`src/esiv_pkg.sv`:
```
// Shared types and constants of the edge-scroll viewport.
// No dependencies; used by esiv_cfg, esiv_axis, the top level and the testbench.
package esiv_pkg;

    typedef struct packed {
        logic [9:0] view;
        logic [9:0] map_size;
        logic [7:0] margin;
        logic [7:0] tile;
    } t_axis_cfg;

    localparam int unsigned CFG_IDX_W  = 4;
    localparam int unsigned CFG_DATA_W = 10;

    localparam logic [CFG_IDX_W-1:0] CFG_VIEW_WIDTH  = 4'd0;
    localparam logic [CFG_IDX_W-1:0] CFG_VIEW_HEIGHT = 4'd1;
    localparam logic [CFG_IDX_W-1:0] CFG_MAP_WIDTH   = 4'd2;
    localparam logic [CFG_IDX_W-1:0] CFG_MAP_HEIGHT  = 4'd3;
    localparam logic [CFG_IDX_W-1:0] CFG_MARGIN_X    = 4'd4;
    localparam logic [CFG_IDX_W-1:0] CFG_MARGIN_Y    = 4'd5;
    localparam logic [CFG_IDX_W-1:0] CFG_TILE_WIDTH  = 4'd6;
    localparam logic [CFG_IDX_W-1:0] CFG_TILE_HEIGHT = 4'd7;

    localparam logic [9:0] RST_VIEW_WIDTH  = 10'd20;
    localparam logic [9:0] RST_VIEW_HEIGHT = 10'd15;
    localparam logic [9:0] RST_MAP_WIDTH   = 10'd64;
    localparam logic [9:0] RST_MAP_HEIGHT  = 10'd64;
    localparam logic [7:0] RST_MARGIN_X    = 8'd1;
    localparam logic [7:0] RST_MARGIN_Y    = 8'd1;
    localparam logic [7:0] RST_TILE_WIDTH  = 8'd64;
    localparam logic [7:0] RST_TILE_HEIGHT = 8'd32;

    localparam logic signed [6:0] SPEED_LIMIT = 7'sd20;

endpackage

```
`src/edge_scroll_inertia_viewport.sv`:
```
// Top level of the edge-scroll viewport: input register, two axis units, result register.
// Depends on esiv_pkg, esiv_cfg and esiv_axis.
//
//  channel | direction | handshake                | payload
//  --------+-----------+--------------------------+-----------------------------------------
//  in      | in        | i_in_valid / o_in_stall  | i_cursor_x, i_cursor_y
//  out     | out       | o_out_valid / i_out_stall| o_view_x, o_view_y, o_fine_x, o_fine_y,
//          |           |                          | o_changed
//  cfg     | in        | i_cfg_valid / o_cfg_ready| i_cfg_index, i_cfg_data
//
// One word per cycle in and out while the output is not stalled; a word passes the input register
// and then the axis state registers. The axis state registers double as the result register, so the next word
// sees the state left by the previous one without a gap.
// Reset is synchronous and clears speeds, positions, offsets and valids;
// the registers return to their defaults. Configuration is always ready.
// A stall on the output holds the result and, once the input register fills, stalls the input.
module edge_scroll_inertia_viewport (
    input  logic                                i_clk,
    input  logic                                i_rst_n,
    input  logic                                i_in_valid,
    output logic                                o_in_stall,
    input  logic [9:0]                          i_cursor_x,
    input  logic [9:0]                          i_cursor_y,
    output logic                                o_out_valid,
    input  logic                                i_out_stall,
    output logic signed [10:0]                  o_view_x,
    output logic signed [10:0]                  o_view_y,
    output logic [7:0]                          o_fine_x,
    output logic [7:0]                          o_fine_y,
    output logic                                o_changed,
    input  logic                                i_cfg_valid,
    output logic                                o_cfg_ready,
    input  logic [esiv_pkg::CFG_IDX_W-1:0]      i_cfg_index,
    input  logic [esiv_pkg::CFG_DATA_W-1:0]     i_cfg_data
);

    esiv_pkg::t_axis_cfg cfg_x;
    esiv_pkg::t_axis_cfg cfg_y;

    logic       r_in_valid;
    logic [9:0] r_cursor_x;
    logic [9:0] r_cursor_y;
    logic       r_out_valid;
    logic       r_changed;

    logic out_en;
    logic in_stall;
    logic step_en;
    logic moving_x;
    logic moving_y;

    assign out_en   = !r_out_valid || !i_out_stall;
    assign in_stall = r_in_valid && !out_en;
    assign step_en  = out_en && r_in_valid;

    esiv_cfg u_cfg (
        .i_clk   (i_clk),
        .i_rst_n (i_rst_n),
        .i_we    (i_cfg_valid),
        .i_index (i_cfg_index),
        .i_data  (i_cfg_data),
        .o_cfg_x (cfg_x),
        .o_cfg_y (cfg_y)
    );

    esiv_axis u_axis_x (
        .i_clk    (i_clk),
        .i_rst_n  (i_rst_n),
        .i_en     (step_en),
        .i_cursor (r_cursor_x),
        .i_cfg    (cfg_x),
        .o_pos    (o_view_x),
        .o_off    (o_fine_x),
        .o_moving (moving_x)
    );

    esiv_axis u_axis_y (
        .i_clk    (i_clk),
        .i_rst_n  (i_rst_n),
        .i_en     (step_en),
        .i_cursor (r_cursor_y),
        .i_cfg    (cfg_y),
        .o_pos    (o_view_y),
        .o_off    (o_fine_y),
        .o_moving (moving_y)
    );

    always_ff @(posedge i_clk) begin
        if (!i_rst_n) begin
            r_in_valid  <= 1'b0;
            r_out_valid <= 1'b0;
            r_changed   <= 1'b0;
        end else begin
            if (!in_stall) begin
                r_in_valid <= i_in_valid;
            end
            if (out_en) begin
                r_out_valid <= r_in_valid;
            end
            if (step_en) begin
                r_changed <= moving_x || moving_y;
            end
        end
    end

    always_ff @(posedge i_clk) begin
        if (!in_stall && i_in_valid) begin
            r_cursor_x <= i_cursor_x;
            r_cursor_y <= i_cursor_y;
        end
    end

    assign o_in_stall  = in_stall;
    assign o_out_valid = r_out_valid;
    assign o_changed   = r_changed;
    assign o_cfg_ready = 1'b1;

endmodule

```
`src/esiv_cfg.sv`:
```
// Configuration register file of the edge-scroll viewport.
// Depends on esiv_pkg for register indexes, reset values and t_axis_cfg.
module esiv_cfg (
    input  logic                                i_clk,
    input  logic                                i_rst_n,
    input  logic                                i_we,
    input  logic [esiv_pkg::CFG_IDX_W-1:0]      i_index,
    input  logic [esiv_pkg::CFG_DATA_W-1:0]     i_data,
    output esiv_pkg::t_axis_cfg                 o_cfg_x,
    output esiv_pkg::t_axis_cfg                 o_cfg_y
);

    esiv_pkg::t_axis_cfg r_cfg_x;
    esiv_pkg::t_axis_cfg r_cfg_y;

    always_ff @(posedge i_clk) begin
        if (!i_rst_n) begin
            r_cfg_x.view     <= esiv_pkg::RST_VIEW_WIDTH;
            r_cfg_x.map_size <= esiv_pkg::RST_MAP_WIDTH;
            r_cfg_x.margin   <= esiv_pkg::RST_MARGIN_X;
            r_cfg_x.tile     <= esiv_pkg::RST_TILE_WIDTH;
            r_cfg_y.view     <= esiv_pkg::RST_VIEW_HEIGHT;
            r_cfg_y.map_size <= esiv_pkg::RST_MAP_HEIGHT;
            r_cfg_y.margin   <= esiv_pkg::RST_MARGIN_Y;
            r_cfg_y.tile     <= esiv_pkg::RST_TILE_HEIGHT;
        end else if (i_we) begin
            case (i_index)
                esiv_pkg::CFG_VIEW_WIDTH:  r_cfg_x.view     <= i_data;
                esiv_pkg::CFG_VIEW_HEIGHT: r_cfg_y.view     <= i_data;
                esiv_pkg::CFG_MAP_WIDTH:   r_cfg_x.map_size <= i_data;
                esiv_pkg::CFG_MAP_HEIGHT:  r_cfg_y.map_size <= i_data;
                esiv_pkg::CFG_MARGIN_X:    r_cfg_x.margin   <= i_data[7:0];
                esiv_pkg::CFG_MARGIN_Y:    r_cfg_y.margin   <= i_data[7:0];
                esiv_pkg::CFG_TILE_WIDTH:  r_cfg_x.tile     <= i_data[7:0];
                esiv_pkg::CFG_TILE_HEIGHT: r_cfg_y.tile     <= i_data[7:0];
                default: ;
            endcase
        end
    end

    assign o_cfg_x = r_cfg_x;
    assign o_cfg_y = r_cfg_y;

endmodule

```
`src/esiv_axis.sv`:
```
// One scroll axis: speed update, offset carry and position clamp, with its state.
// Depends on esiv_pkg for t_axis_cfg and SPEED_LIMIT.
module esiv_axis (
    input  logic                    i_clk,
    input  logic                    i_rst_n,
    input  logic                    i_en,
    input  logic [9:0]              i_cursor,
    input  esiv_pkg::t_axis_cfg     i_cfg,
    output logic signed [10:0]      o_pos,
    output logic [7:0]              o_off,
    output logic                    o_moving
);

    logic signed [6:0]  r_speed;
    logic signed [10:0] r_pos;
    logic [7:0]         r_off;

    logic signed [6:0]  n_speed;
    logic signed [10:0] n_pos;
    logic [7:0]         n_off;

    logic               in_low;
    logic               in_high;
    logic signed [11:0] cur_s;
    logic signed [11:0] hi_lim;
    logic signed [6:0]  s_neg;
    logic signed [6:0]  s_pos;
    logic signed [6:0]  s_bias;
    logic signed [11:0] pos_max;
    logic signed [10:0] sz;
    logic signed [11:0] p0, p1, p2;
    logic signed [10:0] o0, o1, o2;

    always_comb begin
        cur_s   = $signed({2'b00, i_cursor});
        hi_lim  = $signed({2'b00, i_cfg.view}) - $signed({4'b0000, i_cfg.margin});
        in_low  = i_cursor <= {2'b00, i_cfg.margin};
        in_high = cur_s >= hi_lim;

        s_neg  = (r_speed > 7'sd0) ? -r_speed : r_speed;
        s_pos  = (r_speed < 7'sd0) ? -r_speed : r_speed;
        s_bias = r_speed + $signed({6'b000000, r_speed[6]});

        if (in_low) begin
            if (s_neg > -esiv_pkg::SPEED_LIMIT) begin
                n_speed = (s_neg == 7'sd0) ? -7'sd1 : s_neg + s_neg;
            end else begin
                n_speed = s_neg;
            end
        end else if (in_high) begin
            if (s_pos < esiv_pkg::SPEED_LIMIT) begin
                n_speed = (s_pos == 7'sd0) ? 7'sd1 : s_pos + s_pos;
            end else begin
                n_speed = s_pos;
            end
        end else begin
            n_speed = s_bias >>> 1;
        end

        o_moving = n_speed != 7'sd0;

        pos_max = $signed({2'b00, i_cfg.map_size}) - $signed({2'b00, i_cfg.view});
        sz      = $signed({3'b000, i_cfg.tile});
        p0      = $signed({r_pos[10], r_pos});
        o0      = $signed({3'b000, r_off}) + $signed({{4{n_speed[6]}}, n_speed});

        // borrow from the tile position
        p1 = p0;
        o1 = o0;
        if (o0 < 11'sd0) begin
            if (p0 - 12'sd1 < 12'sd0) begin
                p1 = 12'sd0;
                o1 = 11'sd0;
            end else begin
                p1 = p0 - 12'sd1;
                o1 = o0 + sz;
            end
        end

        // carry into the tile position
        p2 = p1;
        o2 = o1;
        if (o1 > sz) begin
            if (p1 + 12'sd1 >= pos_max) begin
                p2 = pos_max - 12'sd1;
                o2 = sz;
            end else begin
                p2 = p1 + 12'sd1;
                o2 = o1 - sz;
            end
        end

        n_pos = o_moving ? p2[10:0] : r_pos;
        n_off = o_moving ? o2[7:0]  : r_off;
    end

    always_ff @(posedge i_clk) begin
        if (!i_rst_n) begin
            r_speed <= '0;
            r_pos   <= '0;
            r_off   <= '0;
        end else if (i_en) begin
            r_speed <= n_speed;
            r_pos   <= n_pos;
            r_off   <= n_off;
        end
    end

    assign o_pos = r_pos;
    assign o_off = r_off;

endmodule

```
`config.mk`:
```
export PLATFORM = sky130hd
export DESIGN_NAME = edge_scroll_inertia_viewport
export DESIGN_NICKNAME = d
export VERILOG_FILES = /design/src/esiv_pkg.sv /design/src/edge_scroll_inertia_viewport.sv /design/src/esiv_cfg.sv /design/src/esiv_axis.sv
export SDC_FILE = /design/constraint.sdc
export NUM_CORES = 1
export LEC_CHECK = 0
export BUFFER_PORTS_ARGS = -buffer_cell sky130_fd_sc_hd__buf_2
export CAP_MARGIN = 10
export CORE_MARGIN = 2
export CORE_UTILIZATION = 50
export CTS_CLUSTER_SIZE = 25
export DETAILED_ROUTE_END_ITERATION = 16
export PLACE_DENSITY = 0.71
export SLEW_MARGIN = 10
export SYNTH_ARGS = -nofsm -noshare
export SYNTH_HDL_FRONTEND = slang
export SYNTH_SLANG_ARGS = --single-unit
export TNS_END_PERCENT = 5
```
`constraint.sdc`:
```
create_clock -name i_clk -period 14.2 [get_ports i_clk]
set_clock_uncertainty 0.2 [all_clocks]
set_input_delay 2.84 -clock i_clk [delete_from_list [all_inputs] [get_ports i_clk]]
set_output_delay 2.84 -clock i_clk [all_outputs]
set_load 0.01 [all_outputs]
```
==> out/results.ini <==
[synthesis]
synth_top_area_cell = dfxtp_1
synth_compound_area_share_pct = 24.0
yosys_most_used_dff = dfxtp_1
synth.cell_area_sq_mm = 0.0150
ys_ff_latch = 147
synth_area_per_cell_sq_um = 7.66
yosysSeqAreaShare_pct = 20.9
synthMuxAreaShare_pct = 5.73
ys_types = 92
synth_fa_ha_area_share_pct = 14.7
synth_xor_area_share_pct = 6.65
ys_warn_count = 0
async_flop_share_pct = 0
netlist_top_cells_area = dfxtp_1, ha_1, nor2_1
yosysTopAreaCellShare_pct = 16.9
synth.most_common_cell = nor2_1
yosys-top-cells-count = nor2_1, nand2_1, ha_1, inv_1, dfxtp_1
synth_edf_count = 20
syn_inst = 1959
syn_nets = 2168
synth_simple_gate_area_share_pct = 21.4
synth_top_family_by_area = compound AO/OA/AOI/OAI gates

[worst_setup_path]
critical_path.max_stage_delay_ns = 0.77
path_class = reg2reg
crit_path_frequent_cell = a21oi_1
crit_start = u_cfg.o_cfg_y[9]
critPathMaxFanout = 28
endpoint_kind = register
cp.required_ns = 14.33
start_kind = register
crit_path_top_delay_cell = a211oi_1
r2r_start = u_cfg.o_cfg_y[9]
arrival_ns = 11.11

[routing]
dr_wl_met3_mm = 2.69
final_antenna_net_count = 0
drtIter0Drc = 1283
first_pass_iters = 6
top_layer = met4
dr_total_vias = 14517
wl_per_cell_microns = 17.9
wl_met1_mm = 19.9
viasPerCell = 6.11
wirelength_mm = 42.6
drcViolationCount = 0
wl_met2_mm = 19.2

[global_routing]
grt_pass1_vias = 13708
grt_start_max_net_pins = 85
track_usage_pct = 27.3
grt_antenna_before_repair = 0
overflow = 0
grt_pass1_wl_mm = 69.8

[placed_design]
dp_hpwl_mm = 32.1
globalplace.congestion = 0.937
dp_cells = 2342
portBuffers = 79

[clocking]
htreeDepth = 4
cts_sinks = 147
cts_resized = 0
clkTransAtPathRegs_ns = 0.06
cts_setup_buffers = 0
clockRootBuffer = clkbuf_16
insertion_delay_ns = 0.44
clock_path_buffers = 2
cts_buffers = 17
cts_tree = yes
ctsHoldBuffers = 0

[sta]
final_hold_viol_count = 0
slew_viol_final = 0
fin_crit_ns = 10.99
fin_tns_setup_ns = 0
slew_headroom_pct = 28.8
fmaxAchievable_mhz = 91.0
rsz0062_at_grt = no
tightest_slew_ns = 1.07
setup_viol = 0
finalCritPeriodShare_pct = 77.4

[layout]
fin_util_pct = 54.6
fin_cells = 2374
fillers = 2847
layout.nets = 2180
area_delta_synth_final_pct = 7.86
multi_input_area_sq_mm = 0.0109
register_area_sq_mm = 0.00314
antennaDiodeCount = 0
drive_above_1_share_pct = 8.82

[flow_run]
drv_cap = 0

[floorplan]
ios = 81
core_area_sq_mm = 0.0296
die_w_microns = 177
initial_utilization_pct = 50.6
die_y_microns = 177
rows = 63
die_area_sq_mm = 0.0314

[power]
pwr_density_cell_mw_per_mm2 = 208
p_leak_nw = 6.87
vdd_drop_max_uv = 171
power_w = 0.00337

[run_status]
status = finished clean

[min_path]
hold_path_class = reg2reg
hp-start = u_cfg.o_cfg_y[16]

==> worst max-delay path, delay by kind of cell (launching register included) <==
family          cells  cell delay (ns)
compound gates     24             5.24
xor+xnor            2             0.40
fa+ha+maj           5             1.47
buf+inv             4             0.74
flops               1             0.34
mux                 1             0.28
simple gates       12             2.21
==> power by group <==
| part | internal, W | total (W) | leakage [nW] | switching [W] |
|---|---|---|---|---|
| clock | 0.000258 | 0.000448 | 0.277 | 0.000190 |
| combinational | 0.000893 | 0.00236 | 5.36 | 0.00147 |
| sequential | 0.000472 | 0.000560 | 1.23 | 0.0000878 |
| total | 0.00162 | 0.00337 | 6.87 | 0.00175 |
==> logic make-up (layout without fill, tap and decap cells) <==
| group | after synthesis | after routing |
|---|---|---|
| adders and majority gates | 170 | 170 |
| other | 1 | 1 |
| AOI/OAI and AO/OA | 527 | 527 |
| xor gates and xnor gates | 114 | 114 |
| muxes | 85 | 85 |
| and+or+nand+nor | 661 | 661 |
| buffers and inverters | 254 | 279 |
| DFF | 147 | 147 |
==> stage by stage <==
step | instance area [sq um] | setup WS [ns] | hold WS (ns)
after floorplan | 15000 | 4.34 | 0.236
after global placement | 15600 | 3.75 | 0.243
after detailed placement | 15600 | 3.41 | 0.249
after CTS | 16200 | 3.36 | 0.257
after global routing | 16200 | 2.24 | 0.289
final | 16200 | 3.21 | 0.260
==> area by class of cell <==
cell class	instances	share of cell area, %
multi-input cells	1558	67.4
flip-flops and latches	147	19.4
inverters	152	3.52
repair buffers	95	3.18
well taps	390	3.01
clock buffers	19	2.67
clock inverters	13	0.835
==> layer usage <==
metal	global-route usage, %	vias up
li1	-	7072
met1	38.0	6814
met2	44.4	558
met3	3.48	73
met4	7.65	0
met5	0	-
==> registers in the layout, indices dropped and copies added, names as in the netlist, 8 cells and up <==
name / count
r_cursor_x: 10
r_cursor_y: 10
u_axis_x.o_off: 8
u_axis_x.o_pos: 11
u_axis_y.o_off: 8
u_axis_y.o_pos: 11
u_cfg.o_cfg_x: 36
u_cfg.o_cfg_y: 36
==> placed cells by master, fill, tap and decap left out, types with 20 or more instances in the layout <==
master,n
nor2b_1,24
nor3_1,44
o21ai_0,102
dfxtp_1,127
nand3_1,36
nand2b_1,23
and3_1,23
a211oi_1,26
mux2i_1,78
nand2_1,176
buf_2,79
nor2_1,211
o21a_1,32
a21o_1,34
ha_1,160
xnor2_1,76
edfxtp_1,20
inv_1,150
a21oi_1,122
xor2_1,37
==> path summary, 6_finish.rpt <==
kind                             to  slack (ns)  cells after the start
hold reg to reg   u_cfg.o_cfg_y[16]        0.26                      2
setup reg to reg  u_axis_y.o_pos[7]        3.21                     48
hold / removal    u_cfg.o_cfg_y[16]        0.26                      2
setup / recovery  u_axis_y.o_pos[7]        3.21                     48
No activity file was read; power rests on OpenSTA's default activity.
